### src/rtl/lif_neuron_update_defines.svh
// ----------------------------------------------------------------------------
// LIF neuron update: assertion macros
// Shared property macros for the block's concurrent checks. They sample on
// clk and are disabled while arst_n is low.
// ----------------------------------------------------------------------------
`ifndef LIF_NEURON_UPDATE_DEFINES_SVH
`define LIF_NEURON_UPDATE_DEFINES_SVH

// Same-cycle implication.
`define LIF_ASSERT_IMP(lbl, ante, cons) \
	lbl: assert property (@(posedge clk) disable iff (!arst_n) (ante) |-> (cons)) \
		else $error("lif_neuron_update: same-cycle check failed");

// Next-cycle implication.
`define LIF_ASSERT_NXT(lbl, ante, cons) \
	lbl: assert property (@(posedge clk) disable iff (!arst_n) (ante) |=> (cons)) \
		else $error("lif_neuron_update: next-cycle check failed");

`endif

### src/rtl/lif_pkg.sv
// ----------------------------------------------------------------------------
// LIF neuron update package
// Types, register and mode codes, the neuron record layout and shared
// arithmetic helpers.
// ----------------------------------------------------------------------------
package lif_pkg;

	localparam int NEURON_W   = 10;
	localparam int NRN_MAX    = 1 << NEURON_W;
	localparam int CFG_IDX_W  = 3;
	localparam int CFG_DATA_W = 24;

	// Configuration register indexes.
	localparam logic [CFG_IDX_W-1:0] REG_RESTING   = 3'd0;
	localparam logic [CFG_IDX_W-1:0] REG_MEM_DECAY = 3'd1;
	localparam logic [CFG_IDX_W-1:0] REG_GAIN      = 3'd2;
	localparam logic [CFG_IDX_W-1:0] REG_SYN_DECAY = 3'd3;
	localparam logic [CFG_IDX_W-1:0] REG_REFRACT   = 3'd4;
	localparam logic [CFG_IDX_W-1:0] REG_NPL       = 3'd5;

	// Command modes.
	localparam logic [1:0] MODE_UPDATE = 2'd0;
	localparam logic [1:0] MODE_INJECT = 2'd1;
	localparam logic [1:0] MODE_THRESH = 2'd2;

	// Layer divider: quotient bits resolved per cycle.
	localparam int DIV_STEPS = 5;
	localparam int DIV_ITERS = NEURON_W / DIV_STEPS;
	localparam int DIV_CNT_W = 2;

	typedef struct packed {
		logic signed [31:0] membrane;
		logic signed [31:0] syn;
		logic signed [31:0] thresh;
		logic [31:0]        last_fire;
		logic               refr;
		logic [31:0]        count;
	} nrn_word_t;

	localparam nrn_word_t NRN_RESET = '{
		membrane:  32'sd0,
		syn:       32'sd0,
		thresh:    32'sd65536,
		last_fire: 32'd0,
		refr:      1'b0,
		count:     32'd0
	};

	typedef struct packed {
		logic [10:0]         rem;
		logic [NEURON_W-1:0] quo;
	} div_state_t;

	typedef struct packed {
		logic accept;
		logic mul;
		logic fin;
		logic clr;
	} ctl_cmd_t;

	typedef struct packed {
		logic clr_last;
		logic div_done;
	} dp_sts_t;

	function automatic logic signed [31:0] sat32(input logic signed [38:0] x);
		logic signed [31:0] r;
		if (x > 39'sd2147483647) begin
			r = 32'sh7fffffff;
		end else if (x < -39'sd2147483648) begin
			r = 32'sh80000000;
		end else begin
			r = x[31:0];
		end
		return r;
	endfunction

	// Restoring division, DIV_STEPS quotient bits per call.
	function automatic div_state_t div_steps(input div_state_t s, input logic [10:0] dv);
		div_state_t r;
		logic [11:0] t;
		r = s;
		for (int i = 0; i < DIV_STEPS; i++) begin
			t = {r.rem, r.quo[NEURON_W-1]};
			r.quo = {r.quo[NEURON_W-2:0], 1'b0};
			if (t >= {1'b0, dv}) begin
				t = t - {1'b0, dv};
				r.quo[0] = 1'b1;
			end
			r.rem = t[10:0];
		end
		return r;
	endfunction

endpackage

### src/rtl/lif_ctrl.sv
// ----------------------------------------------------------------------------
// LIF controller
// Sequences the store clear, the read, multiply and write-back steps of one
// item, and owns the input and output handshakes.
// ----------------------------------------------------------------------------
module lif_ctrl import lif_pkg::*; (
	input  logic     clk,
	input  logic     arst_n,
	input  logic     in_valid,
	output logic     in_stall,
	output logic     out_valid,
	input  logic     out_stall,
	input  dp_sts_t  sts,
	output ctl_cmd_t cmd
);

	localparam logic [1:0] S_CLEAR = 2'd0;
	localparam logic [1:0] S_IDLE  = 2'd1;
	localparam logic [1:0] S_MUL   = 2'd2;
	localparam logic [1:0] S_FIN   = 2'd3;

	logic [1:0] state_q;
	logic [1:0] state_d;
	logic       out_valid_q;
	logic       out_free;

	assign out_free   = !out_valid_q || !out_stall;
	assign cmd.accept = in_valid && (state_q == S_IDLE);
	assign cmd.mul    = (state_q == S_MUL);
	assign cmd.fin    = (state_q == S_FIN) && sts.div_done && out_free;
	assign cmd.clr    = (state_q == S_CLEAR);

	always_comb begin
		state_d = state_q;
		case (state_q)
			S_CLEAR: begin
				if (sts.clr_last) begin
					state_d = S_IDLE;
				end
			end
			S_IDLE: begin
				if (cmd.accept) begin
					state_d = S_MUL;
				end
			end
			S_MUL: begin
				state_d = S_FIN;
			end
			S_FIN: begin
				if (cmd.fin) begin
					state_d = S_IDLE;
				end
			end
			default: begin
				state_d = S_CLEAR;
			end
		endcase
	end

	always_ff @(posedge clk or negedge arst_n) begin
		if (!arst_n) begin
			state_q     <= S_CLEAR;
			out_valid_q <= 1'b0;
		end else begin
			state_q <= state_d;
			if (cmd.fin) begin
				out_valid_q <= 1'b1;
			end else if (!out_stall) begin
				out_valid_q <= 1'b0;
			end
		end
	end

	assign in_stall  = (state_q != S_IDLE);
	assign out_valid = out_valid_q;

endmodule

### config.mk
export PLATFORM = sky130hd
export DESIGN_NAME = lif_ctrl
export DESIGN_NICKNAME = d
export VERILOG_FILES = /design/src/rtl/lif_neuron_update_defines.svh /design/src/rtl/lif_pkg.sv /design/src/rtl/lif_ctrl.sv
export SDC_FILE = /design/constraint.sdc
export NUM_CORES = 1
export LEC_CHECK = 0
export ABC_AREA = 1
export BUFFER_PORTS_ARGS = -buffer_cell sky130_fd_sc_hd__buf_2
export CELL_PAD_IN_SITES_DETAIL_PLACEMENT = 0
export CELL_PAD_IN_SITES_GLOBAL_PLACEMENT = 1
export CORE_AREA = 4 4 41 43
export DETAILED_ROUTE_END_ITERATION = 6
export DIE_AREA = 0 0 45 47
export PLACE_DENSITY = 0.6
export RECOVER_POWER = 25
export SYNTH_ARGS = -nofsm -noshare
export SYNTH_HDL_FRONTEND = slang
export SYNTH_SLANG_ARGS = --single-unit
### constraint.sdc
create_clock -name clk -period 1 [get_ports clk]
set_input_delay 0.2 -clock clk [delete_from_list [all_inputs] [get_ports clk]]
set_output_delay 0.2 -clock clk [all_outputs]
set_load 0.02 [all_outputs]
Yosys cells after proc, flatten, opt, wreduce, memory -nomap -nowiden
Index checks and enable logic that the tools add are counted.
Cells by class
  shift operators: 0
  add/sub/neg operators: 0
  multipliers: 0
  mux-type cells: 6
  reductions and logical operators: 8
  equal/unequal tests: 8
  bitwise logic cells: 0
  magnitude comparators: 0
  divide/modulo/power cells: 0
Operators by type and width (number)
  2-bit case mux with 4 select lines: 1
  2-bit 2-to-1 mux: 3
  2-bit inequality test, second input constant: 3
  2-bit equality test, second input constant: 2
  2-bit by 1-bit inequality test with 1-bit output, second input constant: 2
  1-bit logical AND: 3
  3-bit AND reduction: 1
  2-bit by 1-bit equality test with 1-bit output, second input constant: 1
  1-bit zero test: 2
  2-bit zero test: 1
  1-bit 2-to-1 mux: 2
  1-bit logical OR: 1
Word-level totals
  RAM bits: 0
  word-level logic and storage cells: 24
  register bits after elaboration: 3
  bits in read-only memories: 0
  memories kept: 0
  bits in latches: 0

Depth between registers and ports, before layout
  word-level depth: 5
  gate-level depth with buffers: 8
  mapped depth without buffers: 8

Worst setup path before layout
Ideal clock, no wire load.
  path type: register to register
  start: register state_q[0]
  end: register state_q[0]
  clock period less this slack: 1.178 ns
  data arrival time: 1.061 ns
  cell stages (with the launch flop): 9
  setup slack: -0.178 ns
  setup time: 0.117 ns
  path buffers: 0
  path through: dfrtp_1 inv_1 ha_1 nand2_1 nand2_1 inv_1 nand2_2 nand2_1 nand2_1
RTL lines
  from (decl): RTL line lif_ctrl.sv:22  | logic [1:0] state_q;
  from (signal assigned): RTL line lif_ctrl.sv:65  | state_q <= state_d;

==> results.md <==
- Result of the run: finished, violations left
- Violations in the final reports: setup timing
- Setup repair after global routing missed its margin: yes
- Destination of the worst register-to-register timing path: state_q[0]$_DFFE_PN0P_
- Yosys warnings: 0
- CTS tree: built
- DRC violation count after routing: 0
- DRC marker count from the first detailed-route iteration: 0
- Leading cell types by count after synthesis: 10 x sky130_fd_sc_hd__nand2_1, 8 x sky130_fd_sc_hd__inv_1, 4 x sky130_fd_sc_hd__ha_1
- HP Start: out_stall
- Last weighted congestion value of the routability-driven placer: 0.648
- IO buf count: 11
- Die Height: about 47 µm
- First-pass GRT wire length: 890 µm
- Worst relative slew slack: between 80% and 90%
- DRT Wirelength: about 560 µm
- FF-to-FF setup slack: -0.27 ns
- CTS buffer count: 3
- Horizontal die dimension: 45 µm
- Number of synthesized flops with an enable pin: 0
- Fraction of final layout cells sized beyond drive strength 1: 73.2%
- Top cell type's share of synthesized area: 31.7%
- Synthesized instance count: 32
- Overflow after GRT: 0
- Combined global-route utilization of all metal layers: 6.18%
- Register bit total from synthesis: 3
- Dpl ws: -0.165 ns
- Largest cells by area after synthesis: sky130_fd_sc_hd__dfrtp_1 32%, sky130_fd_sc_hd__ha_1 21%, sky130_fd_sc_hd__nand2_1 16%
- Die Area: 0.00212 mm²
- Max capacitance violation total: 0
- Length in cells of the worst reg-to-reg path: 10
- Unique cell type count in the Yosys netlist: 8
- Number of H-tree levels: 1
- Cell row count: 13
- Initial antenna violation count: 0
- Number of detailed-routing iterations run before antenna repair: 1
- Clock insertion delay at the later pin of the skew report: 0.23 ns
- Min-Delay Path Depth: 3
- Required time of the critical path: around 0.8 ns
- Number of global-route vias before repair: 252
- Overall via count from detail_route: 259
- Filler instances: roughly 140
- Nets@finish: 67
- Skew final: approximately 0.0008 ns
- Sequential area share after synthesis: 31.7%
- Effective utilization at floorplan: 18.2%
- Category of the most critical setup path: reg2out
- Crit path setup slack, layout: -0.349 ns
- Largest net degree at the start of global routing: 5
- Startpoint of the most critical register-to-register path: state_q[0]$_DFFE_PN0P_
- Number of nets with antenna violations after routing: 0
- Total power per unit cell area: roughly 3200 mW/mm²
- Average routed wire per standard cell: 7.93 µm
- Shortest clock period the worst path allows after layout: ~1.3 ns
- Max Clock Freq: ~0.74 GHz
- Leak: 0.281 nW
- Pins Over Slew Limit: 0
- M3 GR Usage: under 10%
- Critical Path AT: 1.15 ns
- Global-route layer with the greatest usage: met2
- Util after Layout: 39.5%
- Setup crit start kind: flop
- Class of the worst hold path: in2reg
- Worst vdd ir: about 1.5 mV
- Library cell with the largest summed area after synthesis: sky130_fd_sc_hd__dfrtp_1
- Most common flop cell mapped by yosys: sky130_fd_sc_hd__dfrtp_1
- I/O pin total: 12
- Largest fanout of any net on the critical path: 4
- M2 GR Usage: 10.7%
- Power consumption: 1.64 mW
- Buffer levels on the longest clock path: 2
- Endpoint of the worst hold-timing path: out_valid$_DFFE_PN0P_
- Type of element capturing the critical path: primary output
- Clk Tree Root Cell: sky130_fd_sc_hd__clkbuf_4
- Clock-pin transition on the worst setup and hold timing paths: 0.04 ns
- Avg Inst Size Synth: 7.39 µm²
- DPL Wire Length: 418 µm
- Transition time at the pin with the least slew margin: between 0.15 and 0.2 ns
- Placeable core area: about 0.0013 mm²
- Setup TNS Final: -2.21 ns
- Setup-failing EPs final: 8
- Final hold slack: 0.208 ns
- Synthesized cell area: 236 µm²
- Leading cell type by number of instances after synthesis: sky130_fd_sc_hd__nand2_1
- Synthesis-to-layout area growth: 117%
- Syn Nets: 42
- Number of endpoints with negative hold slack in the final report: 0
- Fraction of synthesis flops using an asynchronous set or reset pin: 100%
- Final antenna diode count: 0
- Met1 track utilization from global routing: 5.72%
- Detail-routed via count per cell: 3.65
- Number of clock sinks: 3
- Final period util: 135%
==> cells in the final DEF, fill, tap and decap left out, drive strengths merged <==
master | Yosys | layout
dlygate4sd3 | 0 | 1
ha | 4 | 4
buf | 0 | 18
dfrtp | 3 | 3
clkbuf | 0 | 5
inv | 9 | 9
nand2 | 14 | 14
nand3 | 2 | 2
==> area by class of cell <==
cell class	count	area [µm²]	share of cell area (%)
multi-input combinational	20	188	36.5
timing repair buffer	20	165	32.1
sequential	3	77.6	15.1
inverter	9	38.8	7.54
clock buffer	4	26.3	5.11
tap	15	18.8	3.65
==> where the power goes <==
| part | internal [mW] | leakage [nW] | switching (mW) | total (mW) |
|---|---|---|---|---|
| sequential | 0.194 | 0.0346 | 0.0822 | 0.276 |
| combinational | 0.594 | 0.231 | 0.563 | 1.16 |
| clock | 0.149 | 0.0150 | 0.0610 | 0.210 |
| total | 0.938 | 0.281 | 0.706 | 1.64 |
==> flip-flops by register name, summed over array words and instances, names as in the netlist <==
name	cells
out_valid	1
state_q	2
==> how the worst max path moves through the flow <==
| stage | from | to | depth (start not counted) |
|---|---|---|---|
| 2_1_floorplan | state_q[0]$_DFFE_PN0P_ | state_q[0]$_DFFE_PN0P_ | 8 |
| 3_3_place_gp | state_q[0]$_DFFE_PN0P_ | cmd[1] | 6 |
| 3_5_place_dp | state_q[0]$_DFFE_PN0P_ | cmd[1] | 6 |
| 4_1_cts | state_q[0]$_DFFE_PN0P_ | cmd[1] | 6 |
| 5_1_grt | state_q[0]$_DFFE_PN0P_ | cmd[1] | 6 |
| 6_report | state_q[0]$_DFFE_PN0P_ | cmd[1] | 6 |
==> cells by family after synthesis <==
kind of cell,share of synthesized area [%]
AND/OR/NAND/NOR,32.8
adder cells (fa/ha/maj),21.2
buffers and inverters,14.3
flip-flops,31.7
==> metrics by stage <==
stage / instance area, µm² / std cells
final: 514 / 71
after global routing: 514 / 71
after CTS: 447 / 69
after detailed placement: 345 / 60
after global placement: 345 / 60
after floorplan: 256 / 32
==> repair_timing <==
action,4_1_cts,5_1_grt
endpoints found under the setup margin,8,9
buffers inserted,4,2
pin swaps,2,5
hold buffers,1,0
endpoints found under the hold margin,3,0
gates resized for setup,12,13
==> layer usage <==
metal / routed length, µm / part of all wire (%) / up-vias
li1: - / - / 142
met1: 214 / 38 / 112
met2: 319 / 57 / 5
met3: 29 / 5.2 / 0
met4: 0 / 0 / 0
met5: 0 / 0 / -
==> critical path: stages (launching register included) <==
cell	delay, ns
sky130_fd_sc_hd__dfrtp_2	0.43
sky130_fd_sc_hd__ha_4	0.19
sky130_fd_sc_hd__nand2_4	0.06
sky130_fd_sc_hd__inv_2	0.03
sky130_fd_sc_hd__nand2_2	0.06
sky130_fd_sc_hd__inv_2	0.03
sky130_fd_sc_hd__buf_6	0.12
Note: power is estimated with default switching activity, not from simulation.
